==> config.mk <==
export PLATFORM = sky130hd
export DESIGN_NAME = point_history_ring_flat
export DESIGN_NICKNAME = d
export VERILOG_FILES = /design/src/rtl/phr_pkg.sv /design/src/rtl/phr_ifs.sv /design/src/rtl/phr_ctrl.sv /design/src/rtl/phr_mem.sv /design/src/rtl/point_history_ring.sv /design/src/flat_wrapper.sv
export SDC_FILE = /design/constraint.sdc
export NUM_CORES = 2
export LEC_CHECK = 0
export ABC_AREA = 1
export BUFFER_PORTS_ARGS = -buffer_cell sky130_fd_sc_hd__clkbuf_2
export CAP_MARGIN = 0
export CORE_MARGIN = 2
export CORE_UTILIZATION = 50
export DETAILED_ROUTE_END_ITERATION = 10
export PLACE_DENSITY = 0.66
export SYNTH_ARGS = -nofsm -noshare
export SYNTH_HDL_FRONTEND = slang
export SYNTH_SLANG_ARGS = --single-unit
==> constraint.sdc <==
create_clock -name clk -period 13.25 [get_ports clk]
set_input_delay 2.65 -clock clk [delete_from_list [all_inputs] [get_ports clk]]
set_output_delay 2.65 -clock clk [all_outputs]
set_load 0.01 [all_outputs]
==> src/rtl/phr_pkg.sv <==
// point history ring package: sizes, action codes and the control bundle
// shared by the controller, the point memory and the top level
// depends on nothing
package phr_pkg;

	localparam int MAX_POINTS = 64;
	localparam int SLOT_W     = $clog2(MAX_POINTS);
	localparam int CNT_W      = 7;
	localparam int AGE_W      = 8;
	localparam int COORD_W    = 16;
	localparam int POINT_W    = 2 * COORD_W;

	localparam logic [CNT_W-1:0] CAP_MAX = CNT_W'(MAX_POINTS);

	typedef enum logic [1:0] {
		ACT_PUSH  = 2'd0,
		ACT_READ  = 2'd1,
		ACT_CLEAR = 2'd2
	} action_t;

	typedef struct packed {
		logic              we;
		logic [SLOT_W-1:0] waddr;
		logic [SLOT_W-1:0] raddr;
		logic              ok;
		logic              rd_sel;
		logic [CNT_W-1:0]  count;
	} phr_op_t;

endpackage

==> src/rtl/phr_ifs.sv <==
// point history ring channels: input item, result item, capacity write
// each with valid/ready and its payload
// depends on phr_pkg
interface phr_in_if;
	import phr_pkg::*;
	logic                      valid;
	logic                      ready;
	logic [1:0]                action;
	logic signed [COORD_W-1:0] point_x;
	logic signed [COORD_W-1:0] point_y;
	logic [AGE_W-1:0]          age_index;
	modport source (output valid, action, point_x, point_y, age_index, input ready);
	modport sink (input valid, action, point_x, point_y, age_index, output ready);
endinterface

interface phr_out_if;
	import phr_pkg::*;
	logic                      valid;
	logic                      ready;
	logic                      ok;
	logic signed [COORD_W-1:0] read_x;
	logic signed [COORD_W-1:0] read_y;
	logic [CNT_W-1:0]          stored_count;
	modport source (output valid, ok, read_x, read_y, stored_count, input ready);
	modport sink (input valid, ok, read_x, read_y, stored_count, output ready);
endinterface

interface phr_cfg_if;
	import phr_pkg::*;
	logic             valid;
	logic             ready;
	logic [CNT_W-1:0] ring_capacity;
	modport source (output valid, ring_capacity, input ready);
	modport sink (input valid, ring_capacity, output ready);
endinterface

==> src/rtl/phr_ctrl.sv <==
// point history ring controller: capacity, head slot and point count,
// memory addresses and result flags for each accepted beat
// depends on phr_pkg
module phr_ctrl (
	input  logic                         clk,
	input  logic                         arst_n,
	input  logic                         cfg_we,
	input  logic [phr_pkg::CNT_W-1:0]    cfg_data,
	input  logic                         accept,
	input  logic [1:0]                   action,
	input  logic [phr_pkg::AGE_W-1:0]    age_index,
	output phr_pkg::phr_op_t             op
);
	import phr_pkg::*;

	logic [CNT_W-1:0]  cap_q;
	logic [SLOT_W-1:0] head_q;
	logic [CNT_W-1:0]  count_q;
	logic [SLOT_W-1:0] head_nxt;
	logic [CNT_W-1:0]  count_nxt;
	logic [AGE_W:0]    pos_sum;
	logic [AGE_W:0]    pos;
	logic              cap_nz;

	assign cap_nz  = (cap_q != '0);
	assign pos_sum = {{(AGE_W + 1 - SLOT_W){1'b0}}, head_q} + {1'b0, age_index};
	assign pos     = (pos_sum >= {{(AGE_W + 1 - CNT_W){1'b0}}, cap_q})
		? pos_sum - {{(AGE_W + 1 - CNT_W){1'b0}}, cap_q} : pos_sum;

	always_comb begin
		head_nxt  = head_q;
		count_nxt = count_q;
		op        = '0;
		op.raddr  = pos[SLOT_W-1:0];
		case (action)
			ACT_PUSH: begin
				if (cap_nz) begin
					if (head_q == '0 || {1'b0, head_q} >= cap_q)
						head_nxt = SLOT_W'(cap_q - 1'b1);
					else
						head_nxt = head_q - 1'b1;
					if (count_q < cap_q)
						count_nxt = count_q + 1'b1;
					op.we = 1'b1;
					op.ok = 1'b1;
				end
			end
			ACT_READ: begin
				if (cap_nz && age_index < {{(AGE_W - CNT_W){1'b0}}, count_q}
					&& pos < (AGE_W + 1)'(MAX_POINTS)) begin
					op.ok     = 1'b1;
					op.rd_sel = 1'b1;
				end
			end
			ACT_CLEAR: begin
				head_nxt  = '0;
				count_nxt = '0;
			end
			default: ;
		endcase
		op.waddr = head_nxt;
		op.count = count_nxt;
	end

	always_ff @(posedge clk or negedge arst_n) begin
		if (!arst_n) begin
			cap_q   <= CAP_MAX;
			head_q  <= '0;
			count_q <= '0;
		end else if (cfg_we) begin
			cap_q   <= (cfg_data > CAP_MAX) ? CAP_MAX : cfg_data;
			head_q  <= '0;
			count_q <= '0;
		end else if (accept) begin
			head_q  <= head_nxt;
			count_q <= count_nxt;
		end
	end

	a_count_le_cap: assert property (@(posedge clk) disable iff (!arst_n)
		count_q <= cap_q) else $error("point count above capacity");
	a_head_in_ring: assert property (@(posedge clk) disable iff (!arst_n)
		head_q == '0 || {1'b0, head_q} < cap_q) else $error("head slot outside ring");
	a_cfg_clears: assert property (@(posedge clk) disable iff (!arst_n)
		cfg_we |=> head_q == '0 && count_q == '0) else $error("capacity write did not clear");

endmodule

==> src/rtl/phr_mem.sv <==
// point history ring storage: one write port, one read port with
// registered read data, x in the upper half and y in the lower half
// depends on phr_pkg
module phr_mem (
	input  logic                          clk,
	input  logic                          we,
	input  logic [phr_pkg::SLOT_W-1:0]    waddr,
	input  logic [phr_pkg::POINT_W-1:0]   wdata,
	input  logic                          re,
	input  logic [phr_pkg::SLOT_W-1:0]    raddr,
	output logic [phr_pkg::POINT_W-1:0]   rdata_s1
);
	import phr_pkg::*;

	logic [POINT_W-1:0] mem [MAX_POINTS];

	always_ff @(posedge clk) begin
		if (we)
			mem[waddr] <= wdata;
	end

	always_ff @(posedge clk) begin
		if (re)
			rdata_s1 <= mem[raddr];
	end

endmodule

==> src/rtl/point_history_ring.sv <==
// point history ring top level: controller, point memory, result stage
// and output register
// depends on phr_pkg, phr_ifs, phr_ctrl, phr_mem
//
// usage
//   point:  input beats (action, point_x, point_y, age_index); push, read by age,
//           clear; one result beat per input beat, in order
//   result: ok, read_x, read_y, stored_count
//   cfg:    ring_capacity writes, always ready; values above 64 saturate,
//           a write empties the ring; write only while no beat is in flight
// latency: result.valid rises one cycle after the edge that takes the input beat
//   (memory read register at that edge, then output register)
// throughput: one beat per cycle, set by the single memory port pair
//   (one write and one read each cycle)
// reset: capacity 64, ring empty, no result pending; stored points are
//   not cleared and only slots pushed since the last clear are readable
// stall: while result.ready is low the output register holds; one more beat
//   is taken into the read stage, then point.ready drops until it moves on
module point_history_ring (
	input  logic    clk,
	input  logic    arst_n,
	phr_in_if.sink  point,
	phr_out_if.source result,
	phr_cfg_if.sink cfg
);
	import phr_pkg::*;

	phr_op_t            op;
	logic               accept;
	logic               s1_move;
	logic               valid_s1;
	logic               ok_s1;
	logic               sel_s1;
	logic [CNT_W-1:0]   count_s1;
	logic [POINT_W-1:0] rd_s1;
	logic               out_valid_q;
	logic               ok_q;
	logic [COORD_W-1:0] x_q;
	logic [COORD_W-1:0] y_q;
	logic [CNT_W-1:0]   count_q;

	assign cfg.ready   = 1'b1;
	assign s1_move     = valid_s1 && (!out_valid_q || result.ready);
	assign point.ready = !valid_s1 || s1_move;
	assign accept      = point.valid && point.ready;

	phr_ctrl u_ctrl (
		.clk       (clk),
		.arst_n    (arst_n),
		.cfg_we    (cfg.valid),
		.cfg_data  (cfg.ring_capacity),
		.accept    (accept),
		.action    (point.action),
		.age_index (point.age_index),
		.op        (op)
	);

	phr_mem u_mem (
		.clk      (clk),
		.we       (accept && op.we),
		.waddr    (op.waddr),
		.wdata    ({point.point_x, point.point_y}),
		.re       (accept),
		.raddr    (op.raddr),
		.rdata_s1 (rd_s1)
	);

	always_ff @(posedge clk or negedge arst_n) begin
		if (!arst_n) begin
			valid_s1 <= 1'b0;
		end else if (point.ready) begin
			valid_s1 <= point.valid;
		end
	end

	always_ff @(posedge clk) begin
		if (accept) begin
			ok_s1    <= op.ok;
			sel_s1   <= op.rd_sel;
			count_s1 <= op.count;
		end
	end

	always_ff @(posedge clk or negedge arst_n) begin
		if (!arst_n) begin
			out_valid_q <= 1'b0;
		end else if (!out_valid_q || result.ready) begin
			out_valid_q <= valid_s1;
		end
	end

	always_ff @(posedge clk) begin
		if (s1_move) begin
			ok_q    <= ok_s1;
			x_q     <= sel_s1 ? rd_s1[POINT_W-1:COORD_W] : '0;
			y_q     <= sel_s1 ? rd_s1[COORD_W-1:0] : '0;
			count_q <= count_s1;
		end
	end

	assign result.valid        = out_valid_q;
	assign result.ok           = ok_q;
	assign result.read_x       = x_q;
	assign result.read_y       = y_q;
	assign result.stored_count = count_q;

	a_stage_holds: assert property (@(posedge clk) disable iff (!arst_n)
		valid_s1 && !s1_move |=> valid_s1 && $stable(count_s1) && $stable(rd_s1))
		else $error("read stage lost its beat");
	a_no_accept_blocked: assert property (@(posedge clk) disable iff (!arst_n)
		valid_s1 && !s1_move |-> !point.ready)
		else $error("beat taken over a blocked read stage");
	a_sel_implies_ok: assert property (@(posedge clk) disable iff (!arst_n)
		valid_s1 && sel_s1 |-> ok_s1)
		else $error("read data selected without a hit");

endmodule

==> src/flat_wrapper.sv <==
// flat-port wrapper written by rule: the top's interface ports become plain ports
module point_history_ring_flat import phr_pkg::*;
  (clk, arst_n, point_valid, point_action, point_point_x, point_point_y, point_age_index, point_ready, result_valid, result_ok, result_read_x, result_read_y, result_stored_count, result_ready, cfg_valid, cfg_ring_capacity, cfg_ready);
  phr_in_if point_i ();
  phr_out_if result_i ();
  phr_cfg_if cfg_i ();
  input  logic clk;
  input  logic arst_n;
  input wire logic [$bits(point_i.valid)-1:0] point_valid;
  input wire logic [$bits(point_i.action)-1:0] point_action;
  input wire logic [$bits(point_i.point_x)-1:0] point_point_x;
  input wire logic [$bits(point_i.point_y)-1:0] point_point_y;
  input wire logic [$bits(point_i.age_index)-1:0] point_age_index;
  output wire logic [$bits(point_i.ready)-1:0] point_ready;
  output wire logic [$bits(result_i.valid)-1:0] result_valid;
  output wire logic [$bits(result_i.ok)-1:0] result_ok;
  output wire logic [$bits(result_i.read_x)-1:0] result_read_x;
  output wire logic [$bits(result_i.read_y)-1:0] result_read_y;
  output wire logic [$bits(result_i.stored_count)-1:0] result_stored_count;
  input wire logic [$bits(result_i.ready)-1:0] result_ready;
  input wire logic [$bits(cfg_i.valid)-1:0] cfg_valid;
  input wire logic [$bits(cfg_i.ring_capacity)-1:0] cfg_ring_capacity;
  output wire logic [$bits(cfg_i.ready)-1:0] cfg_ready;
  assign point_i.valid = point_valid;
  assign point_i.action = point_action;
  assign point_i.point_x = point_point_x;
  assign point_i.point_y = point_point_y;
  assign point_i.age_index = point_age_index;
  assign point_ready = point_i.ready;
  assign result_valid = result_i.valid;
  assign result_ok = result_i.ok;
  assign result_read_x = result_i.read_x;
  assign result_read_y = result_i.read_y;
  assign result_stored_count = result_i.stored_count;
  assign result_i.ready = result_ready;
  assign cfg_i.valid = cfg_valid;
  assign cfg_i.ring_capacity = cfg_ring_capacity;
  assign cfg_ready = cfg_i.ready;
  point_history_ring u_core (.clk(clk), .arst_n(arst_n), .point(point_i), .result(result_i), .cfg(cfg_i));
endmodule
After elaboration in Yosys (flattened, before gate mapping). Memory sizes are Yosys's and may differ from the RTL's. A register that Yosys moved wholly into a read port is not among the register bits. Cells that the tools add are included.

$add $sub $neg: 5. Magnitude comparators: 6. Equality and inequality tests: 2. Mux-type cells: 18. Reductions and logical operators: 14.

Operators by type and width (number): 7-bit two-way mux (5); 6-bit two-way mux (4); 7-bit case mux with 2 select lines (1); 6-bit case mux with 2 select lines (1); 6-bit by 1-bit subtractor with 6-bit output, second input constant (2); 6-bit by 8-bit adder with 9-bit output (1); 9-bit by 7-bit >= comparator with 1-bit output (1); 9-bit by 7-bit less-than comparator with 1-bit output, second input constant (1); 9-bit two-way mux (1); 9-bit by 7-bit subtractor with 9-bit output (1); 8-bit by 7-bit less-than comparator with 1-bit output (1); 7-bit by 1-bit adder with 7-bit output, second input constant (1); 6-bit by 7-bit >= comparator with 1-bit output (1); 7-bit > comparator, second input constant (1); 7-bit less-than comparator (1); 7-bit nonzero test (1); 6-bit logical NOT (1); 1-bit logical AND (5); 1-bit two-way mux (4); 1-bit logical OR (3); 2-bit by 1-bit equality test with 1-bit output, second input constant (1); 2-bit equality test, second input constant (1); 1-bit logical NOT (2); 2-bit logical NOT (1); 3 further kinds (3).

Register bits: 71. Memory bits (writable): 2048. Bits of input ports: 54. Output and inout port bits: 43. Logic and storage cells: 58. Memories kept: 1.

Memory list: u_core.u_mem.mem (depth 64, bits a word 32, rd ports 1, clocked after memory_dff 1, wr ports 1, line phr_mem.sv:15) `logic [POINT_W-1:0] mem [MAX_POINTS];`.

Longest topological paths before layout.
Word-level depth: 8. Depth in mapped cells: 27. Depth with buffers taken out: 25.

Hierarchy. A second synthesis with hierarchy kept.

Cells, all modules: 7272. Area total of the unflattened synthesis: 87456.4 sq um.

By module, submodules not included: phr_mem (instances 1, cells an instance 6769, area an instance 83058.4 sq um, seq. area each 62459.9 sq um); phr_ctrl (instances 1, cells an instance 372, area an instance 2547.4 sq um, seq. area each 501.7 sq um); point_history_ring (instances 1, cells an instance 131, area an instance 1850.5 sq um, seq. area each 1521.5 sq um).

Least setup slack after synthesis. No wires, ideal clock.

Path kind: input to register. Start point: input result_ready. End point: memory u_core.u_mem.mem[22][0] (netlist name) (enable). Library setup time: 461 ps. Arrival time: 6746 ps. Data required time: 12789 ps. Path slack: 6043 ps. Stages: 8. Path buffers: 0. Cell sequence: inv_1 -> nand3_1 -> nand2_1 -> inv_1 -> nand3_1 -> nor2_1 -> nand3_1 -> nor3_1.

Word-level cells in the longest chain between the ends: 7.

RTL lines: start, declared (line flat_wrapper.sv:20) `input wire logic [$bits(result_i.ready)-1:0] result_ready;`; 1-bit logical OR (line point_history_ring.sv:43) `assign s1_move = valid_s1 && (!out_valid_q || result.ready);`; 1-bit logical AND (line point_history_ring.sv:43); 1-bit logical OR (line point_history_ring.sv:44) `assign point.ready = !valid_s1 || s1_move;`; via point_ready (line flat_wrapper.sv:14) `output wire logic [$bits(point_i.ready)-1:0] point_ready;`; 1-bit logical AND (line point_history_ring.sv:45) `assign accept = point.valid && point.ready;`; via u_core.accept (line point_history_ring.sv:29) `logic accept;`; 1-bit logical AND (line point_history_ring.sv:60) `.we (accept && op.we),`; 1-bit two-way mux (line phr_mem.sv:18) `if (we)`; 1-bit two-way mux (implied by the code) (line phr_mem.sv:19) `mem[waddr] <= wdata;`; end, declared (line phr_mem.sv:15).

The timed path passes the listed nets, and every way through them passes these cells.

Final worst setup path.
Start point: input point_age_index[0]. End point: register u_core.u_mem.rdata_s1[8] (netlist name), read port of u_core.u_mem.mem (data pin).

Word-level cells in the longest chain between the ends: 3. Elaborated cells on any way between the ends: 4. Classes of those cells: add/sub: 2; order compare: 1; mux: 1.

RTL lines: start, declared (line flat_wrapper.sv:13) `input wire logic [$bits(point_i.age_index)-1:0] point_age_index;`; 6-bit by 8-bit adder with 9-bit output (*) (line phr_ctrl.sv:26) `assign pos_sum = {{(AGE_W + 1 - SLOT_W){1'b0}}, head_q} + {1'b0, age_index};`; 9-bit by 7-bit subtractor with 9-bit output / 9-bit by 7-bit >= comparator with 1-bit output (equally long branches) (line phr_ctrl.sv:28, phr_ctrl.sv:27); 9-bit two-way mux (*) (line phr_ctrl.sv:28) `? pos_sum - {{(AGE_W + 1 - CNT_W){1'b0}}, cap_q} : pos_sum;`; end, declared (line phr_mem.sv:11) `output logic [phr_pkg::POINT_W-1:0] rdata_s1`.

Every way passes the cells marked *; elsewhere a longest branch is shown, timed or not. A chain may end at the register's enable or synchronous reset.

==> metrics.txt <==
status=finished, final reports clean; Avg WL per Cell=24.14 um; worst skew pair latency=0.87 ns; final core utilization=between 50 and 60%; Core ar.=188000 um2; first-pass GRT wire length=414100 um; WP buf/inv=5; clk sinks=2151; CP Cell Sequence=clkbuf_2, ha_1, inv_1, fa_1, inv_1, nand3_1, nand2_1, a21oi_1, o21ai_0, xor2_1, ha_1, a21oi_1, nand2_1, a21oi_2, nand3_4, o21ai_4, buf_4, buf_4, nand3_1, nand3_1, nand3_1, nand3_1, nand3_1, nand2_1; post-synthesis cell area=94610 um2; Routability Congestion=roughly 0.87; most frequent CP cell=nand3_1; Non-Filler Instances=11746; worst-margin pin slew=1.256 ns; RSZ-0062 raised after global routing=no; Fillers=15740; crit path max fanout=58; Max stage delay on crit path=0.75 ns; FF-to-FF Start=u_core.u_ctrl.head_q[0]; Max Root-Sink Buffers=3; Hold-fix buffers, CTS=0; Yosys Warn Count=0; Yosys cell types=46; Die Wd=439 um; Worst Setup Start Kind=input port; leakage power=43.66 nW; register area share after synthesis=roughly two thirds; Net count, final=9159; die area=between 150000 and 200000 um2; Slew Limit Fails=0; Fmax=0.1167 GHz; Arr. time, crit path=just over 9 ns; setup tns final=0 ns; Vias/cell=5.603; Crit Path Category=input port to register; Overall Global Routing Usage=29.21%; hold path startpoint=u_core.count_s1[5]; CTS tree=built; Hold Vio Cnt, Final=0; CTS clock-pin slew for the worst setup and hold paths=0.06 ns; final global-route overflow total=0; number of global-route vias before repair=63005; Avg Inst Size Synth=roughly 10 um2; cells on worst reg2reg path=23; Synth async-reset ratio=under 10%; detailed-route via count=65809; FF-to-FF End=u_core.u_mem.rdata_s1[8]; share of cells above drive strength 1=under 10%; top_reg_cell synth=edfxtp_1; critical path capture point type=register; TritonCTS Buffers=218; Hold Crit Endpoint=u_core.result.stored_count[5]; DP Wirelength=147900 um; Post-CTS Setup Bufs=0; Post-synth EDFFs=2129; Worst VDD drop=0.1736 mV; P per Cell Area=roughly 180 nW/um2; starting density of the core=about half; Antenna Nets Post-Route=0; Mapped Cells=9044; required time of the critical path=13.94 ns; Tmin final=8.569 ns; family with the most delay on the worst path=simple AND/OR/NAND/NOR gates; CTS H-Tree Depth=4; final WL=283600 um; Root Buffer=clkbuf_16; area grow syn2layout=10.92%; I/O Buffers=95; hold slack=0.4180 ns; #FFs+latches synth=2151; Clock Skews=0.03994 ns; max-cap violations=0; largest net degree at the start of global routing=199; Die Ht=~440 um; std cell rows=159; PostCTS Resize Cnt=0; DR iter-0 viols=9658; Mapped Nets=~9100; Setup violations, final=0; IO Count=a little under 100; placed cell count=11344; # DRC=0; Max-slew headroom=16.28%; worst hold path stage count=0; R2R Setup Slk=6.15 ns; final worst-path cycle share=64.67%; DR pass1 iterations=6; CP max-delay cell=buf_4; initial antenna violation count=16; Hold Path Class=register to register
-- worst max path at each step --
stage                             startpoint                       end  slack, ns  cells after the start
after floorplan                 result_ready   u_core.u_mem.mem[22][0]       6.04                      8
after global placement    point_age_index[0]  u_core.u_mem.rdata_s1[8]       3.99                     24
after detailed placement  point_age_index[0]  u_core.u_mem.rdata_s1[8]       4.03                     24
after CTS                 point_age_index[0]  u_core.u_mem.rdata_s1[8]       4.92                     24
after global routing      point_age_index[0]  u_core.u_mem.rdata_s1[9]       4.54                     24
final                     point_age_index[0]  u_core.u_mem.rdata_s1[8]       4.68                     24
-- cells in the mapped netlist, types with 3 or more instances --
cell	count	area, um2
buf_1	20	75.07
xor2_1	6	52.55
o21a_1	3	22.52
buf_4	8	60.06
nand4_1	12	75.07
edfxtp_1	2129	63930
nor2_1	70	262.8
nand3_1	2024	10130
o21ai_1	3	15.01
o22ai_1	10	62.56
ha_1	34	425.4
clkbuf_1	147	551.8
xnor2_1	5	43.79
buf_2	298	1491
nand3b_1	160	1201
o21ai_0	26	130.1
a21oi_1	27	135.1
buf_6	3	33.78
nor3_1	24	120.1
dfrtp_1	21	525.5
nand2_2	3	18.77
o21ai_2	3	26.28
inv_2	3	11.26
nand2_1	2119	7954
inv_1	1860	6982
-- through the flow --
step           setup slack (ns)  power (W)  cell area, um2
2_1_floorplan             6.043    0.01101           94610
3_3_place_gp              3.991    0.01311           98140
3_5_place_dp              4.031    0.01315           98140
4_1_cts                   4.920    0.01902          104900
5_1_grt                   4.542    0.01973          104900
6_report                  4.681    0.01909          104900
-- flip-flops by register name, summed over array words and instances (netlist names) --
register and cells:
u_core.u_ctrl.cap_q 7, u_core.valid_s1 1, u_core.u_ctrl.head_q 6, u_core.u_mem.rdata_s1 32, u_core.result.read_y 16, u_core.sel_s1 1
u_core.u_mem.mem 2048, u_core.u_ctrl.count_q 7, u_core.ok_s1 1, u_core.result.ok 1, u_core.result.valid 1, u_core.count_s1 7
u_core.result.stored_count 7, u_core.result.read_x 16
-- layout by cell type, fill, tap and decap left out, drive strengths merged, types with 3 or more instances in the layout --
cell and n:
nor3 25, ha 34, inv 1870, a21oi 29, clkinvlp 9, xnor2 5, nand4 13, bufinv 13
nand3 2027, o22ai 10, buf 188, nand3b 160, nand2 2123, nor2 71, dfrtp 21, edfxtp 2129
clkinv 101, diode 3, clkbuf 363, xor2 6, o21ai 32, nor4 3, o21a 3
-- power breakdown --
group	leakage [nW]	switching, W	total, W	internal [W]
clock network	3.29	0.00262	0.00594	0.00332
registers	19.5	0.000148	0.00778	0.00763
logic	20.9	0.00404	0.00537	0.00133
total	43.7	0.00681	0.0191	0.0123
-- layout make-up --
class	instances	area, um2	share of cell area, %
well taps	2495	3122	2.975
repair buffers	281	2072	1.974
clock inverters	129	1051	1.001
diodes	3	7.507	0.007153
inverters	1864	7010	6.680
multi-input cells	4553	21460	20.44
flip-flops and latches	2151	64480	61.44
clock buffers	270	5746	5.475
-- routing by layer --
metal	track usage, %	up-vias	share of wire (%)
met3	5.815	647	11
met5	0	-	0.022
li1	-	29671	-
met4	13.97	8	5.1
met2	45.41	3855	45
met1	39.54	31628	38
-- cells by family (layout without fill, tap and decap cells) --
family                   Yosys count  count (layout)  share of synthesized area, %
AND/OR/NAND/NOR                 4425            4425                         21.03
buffers and inverters           2340            2544                         9.733
flip-flops                      2151            2151                         68.16
AO/OA/AOI/OAI                     80              80                        0.4827
adder cells (fa/ha/maj)           36              36                        0.4920
XOR/XNOR                          11              11                        0.1018
other                              1               4                      0.003964
Note: power is estimated with default switching activity, not from simulation.
